<file path="src/hw/rtl/lvm_pkg.sv">
package lvm_pkg;

	localparam int FRAC_BITS_DEF = 16;
	localparam int QDEPTH = 2;

	typedef logic [2:0][31:0] vec32_t;

	typedef struct packed {
		vec32_t eye;
		vec32_t dz;
		vec32_t du;
	} item_t;

	typedef enum logic [2:0] {
		N_IDLE,
		N_SQ,
		N_SQRT,
		N_LEN,
		N_DIV,
		N_DONE
	} norm_st_t;

	typedef enum logic [2:0] {
		B_IDLE,
		B_NZ,
		B_NY0,
		B_CX,
		B_NX,
		B_CY,
		B_NY,
		B_ROW
	} back_st_t;

endpackage

</file>
<file path="src/hw/rtl/lvm_queue.sv">
module lvm_queue (
	input  logic           clk,
	input  logic           arst_n,
	input  logic           push,
	input  lvm_pkg::item_t wdata,
	input  logic           pop,
	output lvm_pkg::item_t rdata,
	output logic           full,
	output logic           nonempty
);

	localparam int PW = (lvm_pkg::QDEPTH > 1) ? $clog2(lvm_pkg::QDEPTH) : 1;
	localparam int CW = $clog2(lvm_pkg::QDEPTH + 1);
	localparam logic [PW-1:0] LASTP = PW'(lvm_pkg::QDEPTH - 1);
	localparam logic [CW-1:0] FULLC = CW'(lvm_pkg::QDEPTH);

	lvm_pkg::item_t mem_q [lvm_pkg::QDEPTH];
	logic [PW-1:0] wp_q, rp_q;
	logic [CW-1:0] cnt_q;

	assign full     = (cnt_q == FULLC);
	assign nonempty = (cnt_q != '0);
	assign rdata    = mem_q[rp_q];

	always_ff @(posedge clk or negedge arst_n) begin
		if (!arst_n) begin
			wp_q  <= '0;
			rp_q  <= '0;
			cnt_q <= '0;
		end else begin
			if (push) wp_q <= (wp_q == LASTP) ? '0 : wp_q + 1'b1;
			if (pop) rp_q <= (rp_q == LASTP) ? '0 : rp_q + 1'b1;
			if (push && !pop) cnt_q <= cnt_q + 1'b1;
			else if (pop && !push) cnt_q <= cnt_q - 1'b1;
		end
	end

	always_ff @(posedge clk) begin
		if (push) mem_q[wp_q] <= wdata;
	end

endmodule

</file>
<file path="config.mk">
export PLATFORM = sky130hd
export DESIGN_NAME = lvm_queue
export DESIGN_NICKNAME = d
export VERILOG_FILES = /design/src/hw/rtl/lvm_pkg.sv /design/src/hw/rtl/lvm_queue.sv
export SDC_FILE = /design/constraint.sdc
export NUM_CORES = 1
export LEC_CHECK = 0
export BUFFER_PORTS_ARGS = -buffer_cell sky130_fd_sc_hd__buf_2
export CAP_MARGIN = 0
export CORE_ASPECT_RATIO = 0.8
export CORE_MARGIN = 8
export CORE_UTILIZATION = 50
export CTS_CLUSTER_DIAMETER = 40
export CTS_CLUSTER_SIZE = 20
export DETAILED_ROUTE_END_ITERATION = 8
export GPL_TIMING_DRIVEN = 0
export PLACE_DENSITY = 0.79
export REMOVE_ABC_BUFFERS = 1
export SYNTH_ARGS = -nofsm -noshare
export SYNTH_HDL_FRONTEND = slang
export SYNTH_SLANG_ARGS = --single-unit
</file>
<file path="constraint.sdc">
create_clock -name clk -period 16.99 [get_ports clk]
set_clock_uncertainty 0.1 [all_clocks]
set_input_delay 3.398 -clock clk [delete_from_list [all_inputs] [get_ports clk]]
set_output_delay 3.398 -clock clk [all_outputs]
set_load 0.01 [all_outputs]
</file>
Word level (Yosys, flattened, before mapping)
Memories as Yosys holds them, arrays and structs flattened.
Cells that the tools add are included.
- mux-type cells: 6
- reduce and logical (&&, ||, !) cells: 6
- eq/ne operators: 1
- add/subtract/negate cells: 4
- operator list (cell ; count):
    $mux W1 ; 4
    $mux W2 ; 2
    $reduce_bool A2 Y1 ; 2
    $add A1 B1 Y1 const B ; 2
    $add A2 B1 Y2 const B ; 1
    $eq A2 B2 Y1 const B ; 1
    $logic_and A1 B1 Y1 ; 2
    $logic_not A1 Y1 ; 2
    $sub A2 B1 Y2 const B ; 1
- output and inout bits: 290
- word-level logic and storage cells: 21
- memories: 1
- input bits: 292
- bits in registers: 4
- RAM bits: 576
- memory list (memory ; words ; width ; read ports ; clocked after Yosys merged registers in ; wr ports ; RTL line ; RTL):
    mem_q ; 2 ; 288 ; 1 ; 0 ; 1 ; lvm_queue.sv:17 ; lvm_pkg::item_t mem_q [lvm_pkg::QDEPTH];

Depth between registers and ports, before layout
- depth in word-level cells: 4
- gate-level depth with buffers: 5
- mapped depth without buffers: 5

Worst setup path before layout
No wires, ideal clock.
- path kind: input-to-reg
- start point: input push
- end point: memory mem_q[0][0] (netlist name), enable pin
- required time: 15913 ps
- arrival: 15780 ps
- cell stages on the path: 1
- setup time: 977 ps
- slack: 132 ps
- path buffers: 0
- cell sequence: nor2b_1
- cells in the longest elaborated chain, start to end: 2
- RTL lines (what ; RTL line ; RTL):
    start: declaration ; lvm_queue.sv:4 ; input logic push,
    $mux W1 ; lvm_queue.sv:39 ; if (push) mem_q[wp_q] <= wdata;
    $mux W1 (not written as such) ; lvm_queue.sv:39 ;
    end: declaration ; lvm_queue.sv:17 ;
No other way between the ends.

==> impl_metrics.env <==
export IMPL_outcome="completed"
export IMPL_rsz0062_at_grt="no"
export IMPL_p_sw_frac=0.2937
export IMPL_cts_root_buf="clkbuf_16"
export IMPL_hold_viol=0
export IMPL_grt_start_max_net_pins=67
export IMPL_h_tree_depth=3
export IMPL_worstHoldPathType="register to register"
export IMPL_ys_types=14
export IMPL_synth_avg_cell_area_um2=23.90
export IMPL_cts_setup_buffers=0
export IMPL_path_max_fanout=48
export IMPL_row_count=68
export IMPL_routed_wl_mm=50.64
export IMPL_hpwl_mm=36.52
export IMPL_ant_nets=0
export IMPL_fin_crit_ns=6.803
export IMPL_ys_warn_count=0
export IMPL_ir_worst_vdd_uv=127.4
export IMPL_io_buffers=581
export IMPL_antenna_found_initial=24
export IMPL_clock_sinks=580
export IMPL_critical_path_top_delay_family="buffers and inverters"
export IMPL_hold_end="cnt_q[0]$_DFFE_PN0P_"
export IMPL_power_density_mw_per_mm2=176.2
export IMPL_coreArea_mm2=0.04305
export IMPL_firstDrtPassIters=4
export IMPL_grt_pass1_vias=11950
export IMPL_power_switching_mw=1.445
export IMPL_power_frac_comb=0.305
export IMPL_r2r_cells=3
export IMPL_grt_pass1_wl_mm=73.10
export IMPL_overflow=0
export IMPL_synth_enable_flop_cells=576
export IMPL_clk_pin_slew_ns=0.07
export IMPL_io_pins=582
export IMPL_drt_vias_per_instance=5.063
export IMPL_required_ns=13.49
export IMPL_synth_most_common_cell="edfxtp_1"
export IMPL_seq_power_share=0.402
export IMPL_placed_cells=2042
export IMPL_dieHeight_um=202.7
export IMPL_yosys_top_cells_count="576 x edfxtp_1, 200 x mux2_4, 88 x mux2_2, 25 x buf_6, 7 x buf_2"
export IMPL_report_final_setup_viol=0
export IMPL_ys_ff_latch=580
export IMPL_synth_area_top_cells="edfxtp_1 79%, mux2_4 14%, mux2_2 4.5%, buf_6 1.3%, dfrtp_1 0.46%"
export IMPL_final_cell_area_mm2=0.02793
export IMPL_seq_area_mm2=0.01740
export IMPL_hold_path_startpoint="cnt_q[0]$_DFFE_PN0P_"
export IMPL_drtIter0Drc=642
export IMPL_reg2reg_to="mem_q[1][173]$_DFFE_PP_"
export IMPL_path_buf_inv=5
export IMPL_timing_fmax_mhz=147.0
export IMPL_leakage_nw=11.11
export IMPL_cap_viol_max_count=0
export IMPL_clock_latency_ns=0.58
export IMPL_synthArstFlopShare=0.006897
export IMPL_cts_tree="built"
export IMPL_whs_path_depth=1
export IMPL_multiInputGateArea_mm2=0.004089
export IMPL_critical_path_max_stage_delay_ns=0.84
export IMPL_synth_flop_cell="edfxtp_1"
export IMPL_crit_slowest_cell="dfrtp_4"
export IMPL_fillers=2877
export IMPL_worst_endpoint_arrival_ns=3.31
export IMPL_dieArea_mm2=0.05057
export IMPL_tightest_slew_ns=0.6331
export IMPL_gp_congestion=0.7767
export IMPL_worstSetupEndpointType="output port"
export IMPL_yosysTopAreaCellShare=0.7936
export IMPL_ctsResizeCount=0
export IMPL_cts_buffers=67
export IMPL_final_layout_size_suffix_gt1_frac=0.6278
export IMPL_synth_cells=912
export IMPL_vias=11030
export IMPL_critical_path_class="register to output port"
export IMPL_yosys_area_top_type="edfxtp_1"
export IMPL_grtUsageTotal=0.1919
export IMPL_period_share=0.4004
export IMPL_drv_slew=0
export IMPL_worst_r2r_setup_slack_ns=14.67
export IMPL_regToRegStartpoint="wp_q$_DFFE_PN0P_"
export IMPL_wire_per_inst_um=23.24
export IMPL_slew_headroom=0.5779
export IMPL_p_int_mw=3.475
export IMPL_clock_path_buffers=3
export IMPL_ctsHoldBuffers=0
export IMPL_nets=1844
export IMPL_fin_cells=2179
export IMPL_cpMostUsedCell="buf_16"
export IMPL_syn_to_final_growth_pct=28.13
export IMPL_initial_core_util=0.5063
export IMPL_pwr_share_clk=0.293
export IMPL_postPlaceCellArea_mm2=0.02562
export IMPL_route_detailed_drc=0
export IMPL_fin_util=0.6487
export IMPL_die_w_um=249.4
export IMPL_yosysSeqAreaShare=0.7982
export IMPL_startpoint_type="register"
export IMPL_crit_chain="buf_16, buf_16, buf_16, buf_16, mux2_4, buf_2"
export IMPL_syn_cell_area_mm2=0.02180
[metrics by stage]
step,hold WS [ns],worst slack (ns),setup TNS (ns),power [mW]
2_1_floorplan,0.3474,0.1323,0,3.369
3_3_place_gp,0.3691,-7.194,-2058.60,4.148
3_5_place_dp,0.3857,10.76,0,3.528
4_1_cts,0.4417,10.11,0,4.983
5_1_grt,0.4661,10.04,0,5.109
6_report,0.4450,10.19,0,4.921
[how the worst max path moves through the flow]
stage                          start                      end  slack (ns)  cells past startpoint
floorplan                       push    mem_q[0][0]$_DFFE_PP_        0.13                      1
global placement                push  mem_q[0][238]$_DFFE_PP_       -7.19                      2
detailed placement  rp_q$_DFFE_PN0P_               rdata[103]       10.76                      6
CTS                 rp_q$_DFFE_PN0P_               rdata[103]       10.11                      6
global route        rp_q$_DFFE_PN0P_                rdata[84]       10.04                      6
finish              rp_q$_DFFE_PN0P_               rdata[103]       10.19                      6
[state kept, by name, indices dropped and copies added, names as in the netlist]
register	cells
wp_q	1
rp_q	1
cnt_q	2
mem_q	576
[cell families after synthesis]
family	Yosys count	synth area share
xor gates and xnor gates	5	0.002009
adders and majority gates	1	0.0005740
DFF	580	0.7982
and+or+nand+nor	5	0.001320
buffers and inverters	33	0.01470
muxes	288	0.1832
[area by class of cell]
| cell class | instances | area share |
|---|---|---|
| antenna | 15 | 0.001344 |
| clock buffer | 74 | 0.06402 |
| clock inverter | 48 | 0.01725 |
| inverter | 1 | 0.0001344 |
| multi-input combinational | 299 | 0.1464 |
| sequential | 580 | 0.6231 |
| tap | 560 | 0.02509 |
| timing repair buffer | 602 | 0.1227 |
[power by group through the flow]
stage	Combinational (mW)	Clock [mW]	Sequential (mW)
2_1_floorplan	1.15	0	2.22
3_3_place_gp	1.80	0	2.35
3_5_place_dp	1.52	0	2.01
4_1_cts	1.53	1.47	1.98
5_1_grt	1.58	1.52	2.00
6_report	1.50	1.44	1.98
[metal layers]
layer | vias up | wire length, um | track usage
li1 | 4970 | - | -
met2 | 459 | 26510 | 0.3404
met3 | 109 | 4894 | 0.08256
met5 | - | 142 | 0
met1 | 5471 | 17550 | 0.2002
met4 | 24 | 1530 | 0.07517
[cell usage in the layout, fill, tap and decap left out, types with 4 or more instances in the layout]
cell / instances
buf_2: 581
edfxtp_1: 576
mux2_4: 200
mux2_2: 88
clkbuf_16: 71
diode_2: 15
inv_6: 14
buf_16: 13
buf_12: 8
inv_8: 7
clkinvlp_4: 6
clkinv_1: 6
clkinv_2: 5
xor2_1: 4
bufinv_16: 4
clkinv_4: 4
Power figures use the tool's default switching activity.
