## src/hw/rtl/lvm_pkg.sv

```systemverilog
package lvm_pkg;

	localparam int FRAC_BITS_DEF = 16;
	localparam int QDEPTH = 2;

	typedef logic [2:0][31:0] vec32_t;

	typedef struct packed {
		vec32_t eye;
		vec32_t dz;
		vec32_t du;
	} item_t;

	typedef enum logic [2:0] {
		N_IDLE,
		N_SQ,
		N_SQRT,
		N_LEN,
		N_DIV,
		N_DONE
	} norm_st_t;

	typedef enum logic [2:0] {
		B_IDLE,
		B_NZ,
		B_NY0,
		B_CX,
		B_NX,
		B_CY,
		B_NY,
		B_ROW
	} back_st_t;

endpackage

```

## src/hw/rtl/lvm_front.sv

```systemverilog
module lvm_front (
	input  logic             start,
	input  logic             q_full,
	input  lvm_pkg::vec32_t  eye,
	input  lvm_pkg::vec32_t  aim,
	input  lvm_pkg::vec32_t  upw,
	output logic             busy,
	output logic             push,
	output lvm_pkg::item_t   item
);

	logic signed [32:0] dz [3];
	logic signed [32:0] du [3];

	assign busy = q_full;
	assign push = start && !q_full;

	always_comb begin
		item.eye = eye;
		for (int i = 0; i < 3; i++) begin
			dz[i] = $signed({aim[i][31], aim[i]}) - $signed({eye[i][31], eye[i]});
			du[i] = $signed({upw[i][31], upw[i]}) - $signed({eye[i][31], eye[i]});
			if (dz[i][32] != dz[i][31]) item.dz[i] = dz[i][32] ? 32'h80000000 : 32'h7FFFFFFF;
			else item.dz[i] = dz[i][31:0];
			if (du[i][32] != du[i][31]) item.du[i] = du[i][32] ? 32'h80000000 : 32'h7FFFFFFF;
			else item.du[i] = du[i][31:0];
		end
	end

endmodule

```

## config.mk

```make
export PLATFORM = sky130hd
export DESIGN_NAME = lvm_front
export DESIGN_NICKNAME = d
export VERILOG_FILES = /design/src/hw/rtl/lvm_pkg.sv /design/src/hw/rtl/lvm_front.sv
export SDC_FILE = /design/constraint.sdc
export NUM_CORES = 1
export LEC_CHECK = 0
export BUFFER_PORTS_ARGS = -buffer_cell sky130_fd_sc_hd__buf_4
export CORE_AREA = 2 2 225 227
export DETAILED_ROUTE_END_ITERATION = 10
export DIE_AREA = 0 0 227 229
export REMOVE_ABC_BUFFERS = 1
export SYNTH_ARGS = -nofsm -noshare
export SYNTH_HDL_FRONTEND = slang
export SYNTH_SLANG_ARGS = --single-unit
export TNS_END_PERCENT = 20
```

## constraint.sdc

```tcl
create_clock -name vclk -period 9
set_input_delay 0.9 -clock vclk [all_inputs]
set_output_delay 0.9 -clock vclk [all_outputs]
set_load 0.02 [all_outputs]
```

Yosys cells after proc, flatten, opt, wreduce, memory -nomap -nowiden
Index checks and enable logic that the tools add are counted.
{"block": "totals", "mem_bits_ro": 0, "latchBits": 0, "ramBits": 0, "reg_bits": 0, "n_memories": 0, "elab_cells": 26}
{"block": "classes", "add_sub_neg": 6, "bitwise": 0, "shift": 0, "order_cmp": 0, "n_div": 0, "n_reduce_logical": 2, "n_eq_ne": 6, "multipliers": 0, "mux": 12}
{"op": "32-bit two-way mux", "count": 12}
{"op": "32-bit by 32-bit subtractor with 33-bit output", "count": 6}
{"op": "1-bit != test", "count": 6}
{"op": "1-bit logical AND", "count": 1}
{"op": "1-bit logical NOT", "count": 1}

Logic depth before layout (Yosys ltp)
Gate-level depths: netlist (run 1).
{"block": "depth", "word_depth": 3, "depth_mapped": 14}

Worst setup path before layout (run 1)
OpenSTA, ideal clock, no wires.
{"block": "synth_timing", "path_kind": "input-to-output", "start": "input port eye[4] (netlist bit)", "end": "output port item[110] (netlist bit)", "path_buffers": 1, "t_arrival_ns": 3.593, "path_stages": 11, "required_time_ns": 8.100, "slack_ns": 4.507, "cell_sequence": "inv_1 > ha_1 > a21o_1 > a211oi_1 > a21oi_1 > or4_1 > a211oi_2 > o21ai_1 > mux2i_2 > buf_4 > o21ai_0"}
{"item": "from (decl)", "line_no": "lvm_front.sv:4", "text": "input lvm_pkg::vec32_t eye,"}
{"item": "to (decl)", "line_no": "lvm_front.sv:9", "text": "output lvm_pkg::item_t item"}

==> results of run 1 <==
-- routing by layer --
layer | vias up | routed length, µm
met2 | 620 | 28700
met4 | 0 | 1250
met1 | 7518 | 24300
met5 | - | 0
met3 | 58 | 3290
li1 | 7912 | -
-- layout make-up --
| type | count | area [µm²] |
|---|---|---|
| well taps | 672 | 841 |
| fillers | 5371 | 32100 |
| repair buffers | 589 | 4420 |
| multi-input cells | 1627 | 11700 |
| diodes | 1 | 2.50 |
| inverters | 144 | 541 |
-- placed cells by master, fill, tap and decap left out, drive strengths merged, types with 26 or more instances in the layout --
master / n
buf: 589
ha: 192
o21ai: 188
a21oi: 182
inv: 143
nand2: 126
nor2: 105
a21o: 100
xnor2: 97
xor2: 67
maj3: 57
nand3: 39
a211oi: 36
nor3: 35
a31oi: 32
o211ai: 26
o21a: 26
-- path summary, 6_finish.rpt --
| path | end | slack [ns] |
|---|---|---|
| min | item[265] | 2.01 |
| max | item[96] | 3.14 |
-- cell usage after synthesis (all sizes together), types with 12 or more instances --
library cell    n
a211oi         36
a21o          100
a21oi         182
a31oi          32
and2           15
and3           25
buf           114
clkbuf         60
ha            192
inv           143
maj3           57
nand2         126
nand2b         24
nand3          39
nand4          18
nor2          105
nor2b          22
nor3           35
o211ai         26
o21a           26
o21ai         188
o21bai         18
o31ai          19
or3            12
xnor2          97
xor2           67
-- power by group through the flow --
stage,Clock [W],Combinational (W),Sequential (W)
6_report,0.0000000000197,0.00216,0
5_1_grt,0,0.00231,0
4_1_cts,0,0.00216,0
3_5_place_dp,0,0.00215,0
3_3_place_gp,0,0.00214,0
2_1_floorplan,0,0.00124,0
-- stage by stage --
step	cell area [µm²]	hold slack [ns]
2_1_floorplan	12300	1.80
6_report	17500	2.01
3_3_place_gp	17500	2.01
4_1_cts	17500	2.01
5_1_grt	17500	2.01
3_5_place_dp	17500	2.01
-- kinds of logic (layout without fill, tap and decap cells) --
group / after synthesis / after routing
AND/OR/NAND/NOR: 462 / 462
buffers and inverters: 318 / 733
adder cells (fa/ha/maj): 255 / 255
other: 0 / 1
multiplexers: 5 / 5
AO/OA/AOI/OAI: 741 / 741
XOR/XNOR: 164 / 164
-- worst max-delay path: stages --
cell and delay (ns):
buf_4 0.12, ha_1 0.20, inv_1 0.07, fa_1 0.24, a211oi_1 0.12, o21ai_0 0.32
a21oi_1 0.20, o311a_1 0.47, o31ai_2 0.41, a31o_2 0.26, nand4_1 0.89, a21oi_1 0.52
buf_4 0.21
==> results.yml, run 1 <==
clocking:
  post_cts_buffers: 0
  cts_resized: 0
  ctsHoldBuffers: 0
logic_synthesis:
  synth_top_area_share_pct: 18.0
  synth_compound_area_share_pct: 36.4
  synth_mux_area_share_pct: 0.423
  synth_xor_area_share_pct: 10.9
  yosys_warnings: 0
  yosysSeqAreaShare_pct: 0
  synth_simple_gate_area_share_pct: 17.1
  ys_types: 86
  syn_area_per_cell_um2: 6.85
  synth_area_um2: 13300
  ys_top_cells_by_area: "ha_1, a21oi_1, o21ai_0"
  synth_top_family_by_area: "compound AO/OA/AOI/OAI gates"
  synthCells: 1945
  yosys.area.top_type: "ha_1"
  synth_fa_ha_area_share_pct: 23.2
sta:
  rsz0062_at_grt: "no"
  maxSlewHeadroom_pct: 18.1
  setup_ws_ns: 3.14
  fin_setup_tns_ns: 0
  period_needed_ns: 5.86
  worst_pin_slew_ns: 1.20
  fmax_mhz: 171
  hold_viol: 0
  setup_viol: 0
  slew_viol_final: 0
  period_share_pct: 65.1
flow_run:
  cap_violations: 0
floorplan:
  fp-row-count: 82
  io_pins: 580
  die_h_um: 229
  dieArea_um2: 52000
  coreArea_um2: 49700
  die_x_um: 227
  start_util_pct: 26.8
global_route:
  met3_usage_pct: 1.65
  grt_pass1_wl_um: 86800
  use_met1_pct: 25.6
  grt_max_degree: 33
  met2_usage_pct: 38.3
  antenna_found_initial: 0
  top_usage_layer: "met2"
  track_usage_pct: 20.5
  globalRoute.totalOverflow: 0
  grt_pass1_vias: 15800
worst_setup_path:
  cp_max_fo: 29
  required_ns: 8.10
  crit_path_end_kind: "primary output"
  setup.worst_path.start: "eye[0]"
  critPathArrivalTime_ns: 4.96
  cp-start-kind: "primary input"
  criticalPathCategory: "primary input to primary output"
status:
  status: "completed"
routing:
  drc: 0
  drt_wl_total_um: 57500
  drtPass1Iterations: 7
  wl_per_cell_um: 19.0
  drt_iter0_markers: 991
  via_per_inst: 5.31
  ant_nets: 0
  vias: 16100
final_layout:
  clock_buffers: 0
  seq_cells: 0
  num-nets-final: 2850
  drive_gt1_share_pct: 26.5
  fin_util_pct: 35.3
  area_delta_synth_final_pct: 31.7
  stdcell_count: 3033
  final-seq-area_um2: 0
placed_design:
  dp_hpwl_um: 50100
  place_congestion: 0.941
  post-place-ws_ns: 3.21
  portBuffers: 580
  placedCellCount: 3032
worst_hold_path:
  hold_depth: 2
  hold_class: "primary input to primary output"
  min-delay-start: "eye[73]"
power:
  leakage_nw: 8.50
  seqPwrFrac_pct: 0
  powerDensity_nw_per_um2: 123
  p_sw_w: 0.00128
  switching_share_pct: 59.3
  design_power_total_w: 0.00216
  p_comb_share_pct: 100.0
  intPower_w: 0.000878
  power.share.clock_pct: 0
  vdd_drop_max_mv: 0.0821
(Power assumes the default switching activity.)
==> run 2, diff against run 1 <==
--- a/config.mk
+++ b/config.mk
@@ -6,9 +6,9 @@
 export NUM_CORES = 1
 export LEC_CHECK = 0
 export BUFFER_PORTS_ARGS = -buffer_cell sky130_fd_sc_hd__buf_4
-export CORE_AREA = 2 2 225 227
+export CORE_AREA = 2 2 226 228
 export DETAILED_ROUTE_END_ITERATION = 10
-export DIE_AREA = 0 0 227 229
+export DIE_AREA = 0 0 228 230
 export REMOVE_ABC_BUFFERS = 1
 export SYNTH_ARGS = -nofsm -noshare
 export SYNTH_HDL_FRONTEND = slang
==> constraint.sdc (replaced) <==
create_clock -name vclk -period 5.3
set_input_delay 0.53 -clock vclk [all_inputs]
set_output_delay 0.53 -clock vclk [all_outputs]
set_load 0.02 [all_outputs]
==> run 2 against run 1 <==
Utilization barely moved. First-iteration DRC count shrank 1.8%. Combinational power increased by 70%. Clock-buffer cell count unchanged. Critical path depth grew 2. Die area is 0.88% higher. Via count grew 0.33%. Final cell count is 0.20% higher. Global-route usage shrank 0.18 points. Routed wire length is 0.44% higher. Total power rose by 70%. Largest power group unchanged.
==> results.yml, run 2 (same netlist as run 1, synthesis figures left out) <==
final_layout:
  fillCellCount: 5399
  final_area_um2: 17600
  clock_buffers: 0
  layout_common_cells: "buf_4, ha_1, a21oi_1"
  seq_cells: 0
  drive_gt1_share_pct: 26.7
  area_delta_synth_final_pct: 32.2
  num-nets-final: 2857
  final_common_cell: "buf_4"
  final-seq-area_um2: 0
  antenna-diode-count: 0
routing:
  drt_wl_total_um: 57800
  wl_per_cell_um: 19.0
  via_per_inst: 5.32
  drc: 0
  ant_nets: 0
  drtPass1Iterations: 6
  drt_iter0_markers: 973
  vias: 16200
clocking:
  post_cts_buffers: 0
  cts_resized: 0
  ctsHoldBuffers: 0
worst_setup_path:
  required_ns: 4.77
  critPathArrivalTime_ns: 4.24
  crit_path_end_kind: "primary output"
  setup.worst_path.start: "upw[0]"
  cp_max_fo: 19
  criticalPathCategory: "primary input to primary output"
  cp-start-kind: "primary input"
global_route:
  grt_pass1_wl_um: 87700
  globalRoute.totalOverflow: 0
  track_usage_pct: 20.4
  grt_max_degree: 33
  antenna_found_initial: 0
  grt_pass1_vias: 15800
power:
  leakage_nw: 8.54
  vdd_drop_max_mv: 0.131
  design_power_total_w: 0.00368
  powerDensity_nw_per_um2: 209
sta:
  hold_viol: 0
  worst_pin_slew_ns: 0.958
  slew_viol_final: 0
  holdWs_ns: 1.27
  maxSlewHeadroom_pct: 35.9
  period_needed_ns: 4.77
  fin_setup_tns_ns: 0
  period_share_pct: 90.1
  setup_viol: 0
  fmax_mhz: 210
  rsz0062_at_grt: "no"
status:
  status: "completed"
floorplan:
  start_util_pct: 26.7
  coreArea_um2: 49900
  die_h_um: 230
  fp-row-count: 82
  die_x_um: 228
  dieArea_um2: 52400
  io_pins: 580
placed_design:
  dp_hpwl_um: 50500
  placed_area_um2: 17600
  portBuffers: 580
  place_congestion: 0.988
worst_hold_path:
  min-delay-start: "eye[38]"
  hold_depth: 2
  worstHoldEndpoint: "item[230]"
  hold_class: "primary input to primary output"
flow_run:
  cap_violations: 0
==> run 2: worst max path at each step <==
stage | to | slack, ns
global route | item[2] | 0.23
global placement | item[25] | 0.50
detailed placement | item[2] | 0.29
floorplan | item[67] | 0.84
finish | item[2] | 0.53
CTS | item[2] | 0.27
==> run 2: metrics by stage <==
stage | instances | util [%] | worst slack (ns)
floorplan | 1771 | - | 0.838
global placement | 3039 | 35.3 | 0.496
detailed placement | 3039 | 35.3 | 0.290
CTS | 3039 | 35.3 | 0.268
global route | 3039 | 35.3 | 0.227
finish | 3039 | 35.3 | 0.527
==> run 2: critical path, cell delays in order <==
cell and delay, ns:
buf_4 0.11, inv_1 0.06, ha_1 0.18, inv_1 0.06, fa_1 0.44, a211oi_1 0.31, o21ai_0 0.32, a31oi_1 0.27
a21oi_1 0.18, o31ai_1 0.39, a31oi_2 0.30, a21oi_1 0.44, buf_12 0.21, o21ai_0 0.19, buf_4 0.23
==> run 2: layout make-up <==
| cell class | instances | area (µm²) | share of cell area [%] |
|---|---|---|---|
| repair buffers | 596 | 4490 | 25.5 |
| inverters | 144 | 541 | 3.07 |
| multi-input cells | 1627 | 11700 | 66.7 |
| well taps | 672 | 841 | 4.77 |
==> run 2: layer usage <==
metal  routed length, µm  share of wire [%]  up-vias  track usage [%]
met3                3230                5.6       40             2.18
met1               24800                 43     7581             25.4
li1                    -                  -     7928                -
met2               28800                 50      612             38.1
met4                 945                1.6        0             3.19
met5                   0                  0        -                0
==> run 2: report_power, final <==
| part | leakage [nW] | internal [W] | total, W | switching, W |
|---|---|---|---|---|
| logic | 8.54 | 0.00151 | 0.00368 | 0.00218 |
| clock network | 0 | 0 | 0 | 0 |
| registers | 0 | 0 | 0 | 0 |
==> run 3, diff against run 2 <==
--- a/config.mk
+++ b/config.mk
@@ -6,9 +6,12 @@
 export NUM_CORES = 1
 export LEC_CHECK = 0
 export BUFFER_PORTS_ARGS = -buffer_cell sky130_fd_sc_hd__buf_4
-export CORE_AREA = 2 2 226 228
+export CELL_PAD_IN_SITES_DETAIL_PLACEMENT = 0
+export CELL_PAD_IN_SITES_GLOBAL_PLACEMENT = 1
+export CORE_AREA = 2 2 223 225
 export DETAILED_ROUTE_END_ITERATION = 10
-export DIE_AREA = 0 0 228 230
+export DIE_AREA = 0 0 225 227
+export PLACE_DENSITY_LB_ADDON = 0.1
 export REMOVE_ABC_BUFFERS = 1
 export SYNTH_ARGS = -nofsm -noshare
 export SYNTH_HDL_FRONTEND = slang
==> run 3 against run 2 <==
Total power is 0.32% higher. Sequential cell count unchanged. Critical path depth is the same. Setup slack better by 0.21 ns. First-iteration DRC count is 2.0% higher. Utilization is 0.82 points higher. Die area fell by 2.6%. Via count is 1.3% lower. Global-route usage up 1.7 points. Clock-buffer cell count unchanged. Sequential share of layout area unchanged. Largest cell class unchanged. Largest power group unchanged. Highest routed layer unchanged.
==> results.yml, run 3 (same netlist as run 1, synthesis figures left out) <==
status:
  status: "completed"
power:
  leakage_nw: 8.54
  vdd_drop_max_mv: 0.129
  powerDensity_nw_per_um2: 210
  design_power_total_w: 0.00369
sta:
  setup_viol: 0
  worst_pin_slew_ns: 1.02
  fin_setup_tns_ns: 0
  slew_viol_final: 0
  fmax_mhz: 219
  rsz0062_at_grt: "no"
  hold_viol: 0
  maxSlewHeadroom_pct: 31.9
  period_needed_ns: 4.56
  period_share_pct: 86.1
routing:
  ant_nets: 0
  drt_wl_total_um: 60600
  drt_iter0_markers: 992
  drc: 0
  wl_per_cell_um: 20.3
  vias: 16000
  via_per_inst: 5.34
  drtPass1Iterations: 7
floorplan:
  die_x_um: 225
  coreArea_um2: 48500
  io_pins: 580
  die_h_um: 227
  start_util_pct: 27.4
  dieArea_um2: 51100
  fp-row-count: 81
global_route:
  met3_usage_pct: 3.81
  grt_max_degree: 32
  globalRoute.totalOverflow: 0
  top_usage_layer: "met2"
  grt_pass1_vias: 15400
  met2_usage_pct: 39.5
  track_usage_pct: 22.1
  grt_pass1_wl_um: 89200
  antenna_found_initial: 1
  use_met1_pct: 28.3
final_layout:
  final_common_cell: "buf_4"
  final_area_um2: 17500
  area_delta_synth_final_pct: 31.7
  stdcell_count: 2989
  layout_common_cells: "buf_4, ha_1, a21oi_1"
  drive_gt1_share_pct: 26.6
  final-seq-area_um2: 0
  seq_cells: 0
  clock_buffers: 0
  num-nets-final: 2856
flow_run:
  cap_violations: 0
worst_setup_path:
  cp_max_fo: 16
  cp-start-kind: "primary input"
  critPathArrivalTime_ns: 4.03
  crit_path_end_kind: "primary output"
  required_ns: 4.77
  criticalPathCategory: "primary input to primary output"
placed_design:
  portBuffers: 580
  placed_area_um2: 17500
  place_congestion: 0.895
  placedCellCount: 2988
  dp_hpwl_um: 53800
clocking:
  post_cts_buffers: 0
  cts_resized: 0
  ctsHoldBuffers: 0
worst_hold_path:
  hold_class: "primary input to primary output"
==> run 3: changes by cell type in the layout (fill, tap and decap cells not counted), sizes merged <==
cell	change
buf	-1
diode	+1
==> run 3: area by class of cell <==
class | instances | area (µm²)
Fill cell | 5346 | 31000
Multi-Input combinational cell | 1627 | 11700
Timing Repair Buffer | 595 | 4490
Tap cell | 622 | 778
Inverter | 144 | 541
Antenna cell | 1 | 2.50
==> run 3: layer usage <==
metal | part of all wire (%) | vias to the layer above
met2 | 48 | 525
met4 | 1.4 | 0
li1 | - | 7924
met3 | 6.8 | 38
met5 | 0 | -
met1 | 44 | 7463
==> run 3: path summary, 6_finish.rpt <==
kind / from / to / slack [ns] / cells after the start
setup / recovery: upw[32] / item[46] / 0.74 / 15
hold / removal: eye[83] / item[275] / 1.27 / 2
==> run 3: through the flow <==
step	hold slack [ns]	setup WS [ns]	util, %
final	1.27	0.736	36.1
after global routing	1.27	0.509	36.1
after CTS	1.27	0.738	36.1
after detailed placement	1.27	0.760	36.1
after global placement	1.27	0.762	36.1
after floorplan	1.06	0.838	-
==> run 3: worst max-delay path, cell delays in order <==
cell	delay, ns
buf_4	0.10
inv_1	0.05
ha_1	0.16
inv_1	0.06
fa_1	0.40
a21o_1	0.22
a311o_1	0.41
nand3_1	0.15
a22oi_1	0.15
a31oi_2	0.38
nand3b_1	0.16
o31a_1	0.64
buf_12	0.22
a21bo_2	0.22
buf_4	0.15
==> run 3: where the power goes <==
group,switching (W),internal [W],leakage (nW)
sequential,0,0,0
clock,0,0.0000000000254,0.00000634
combinational,0.00219,0.00151,8.54
total,0.00219,0.00151,8.54
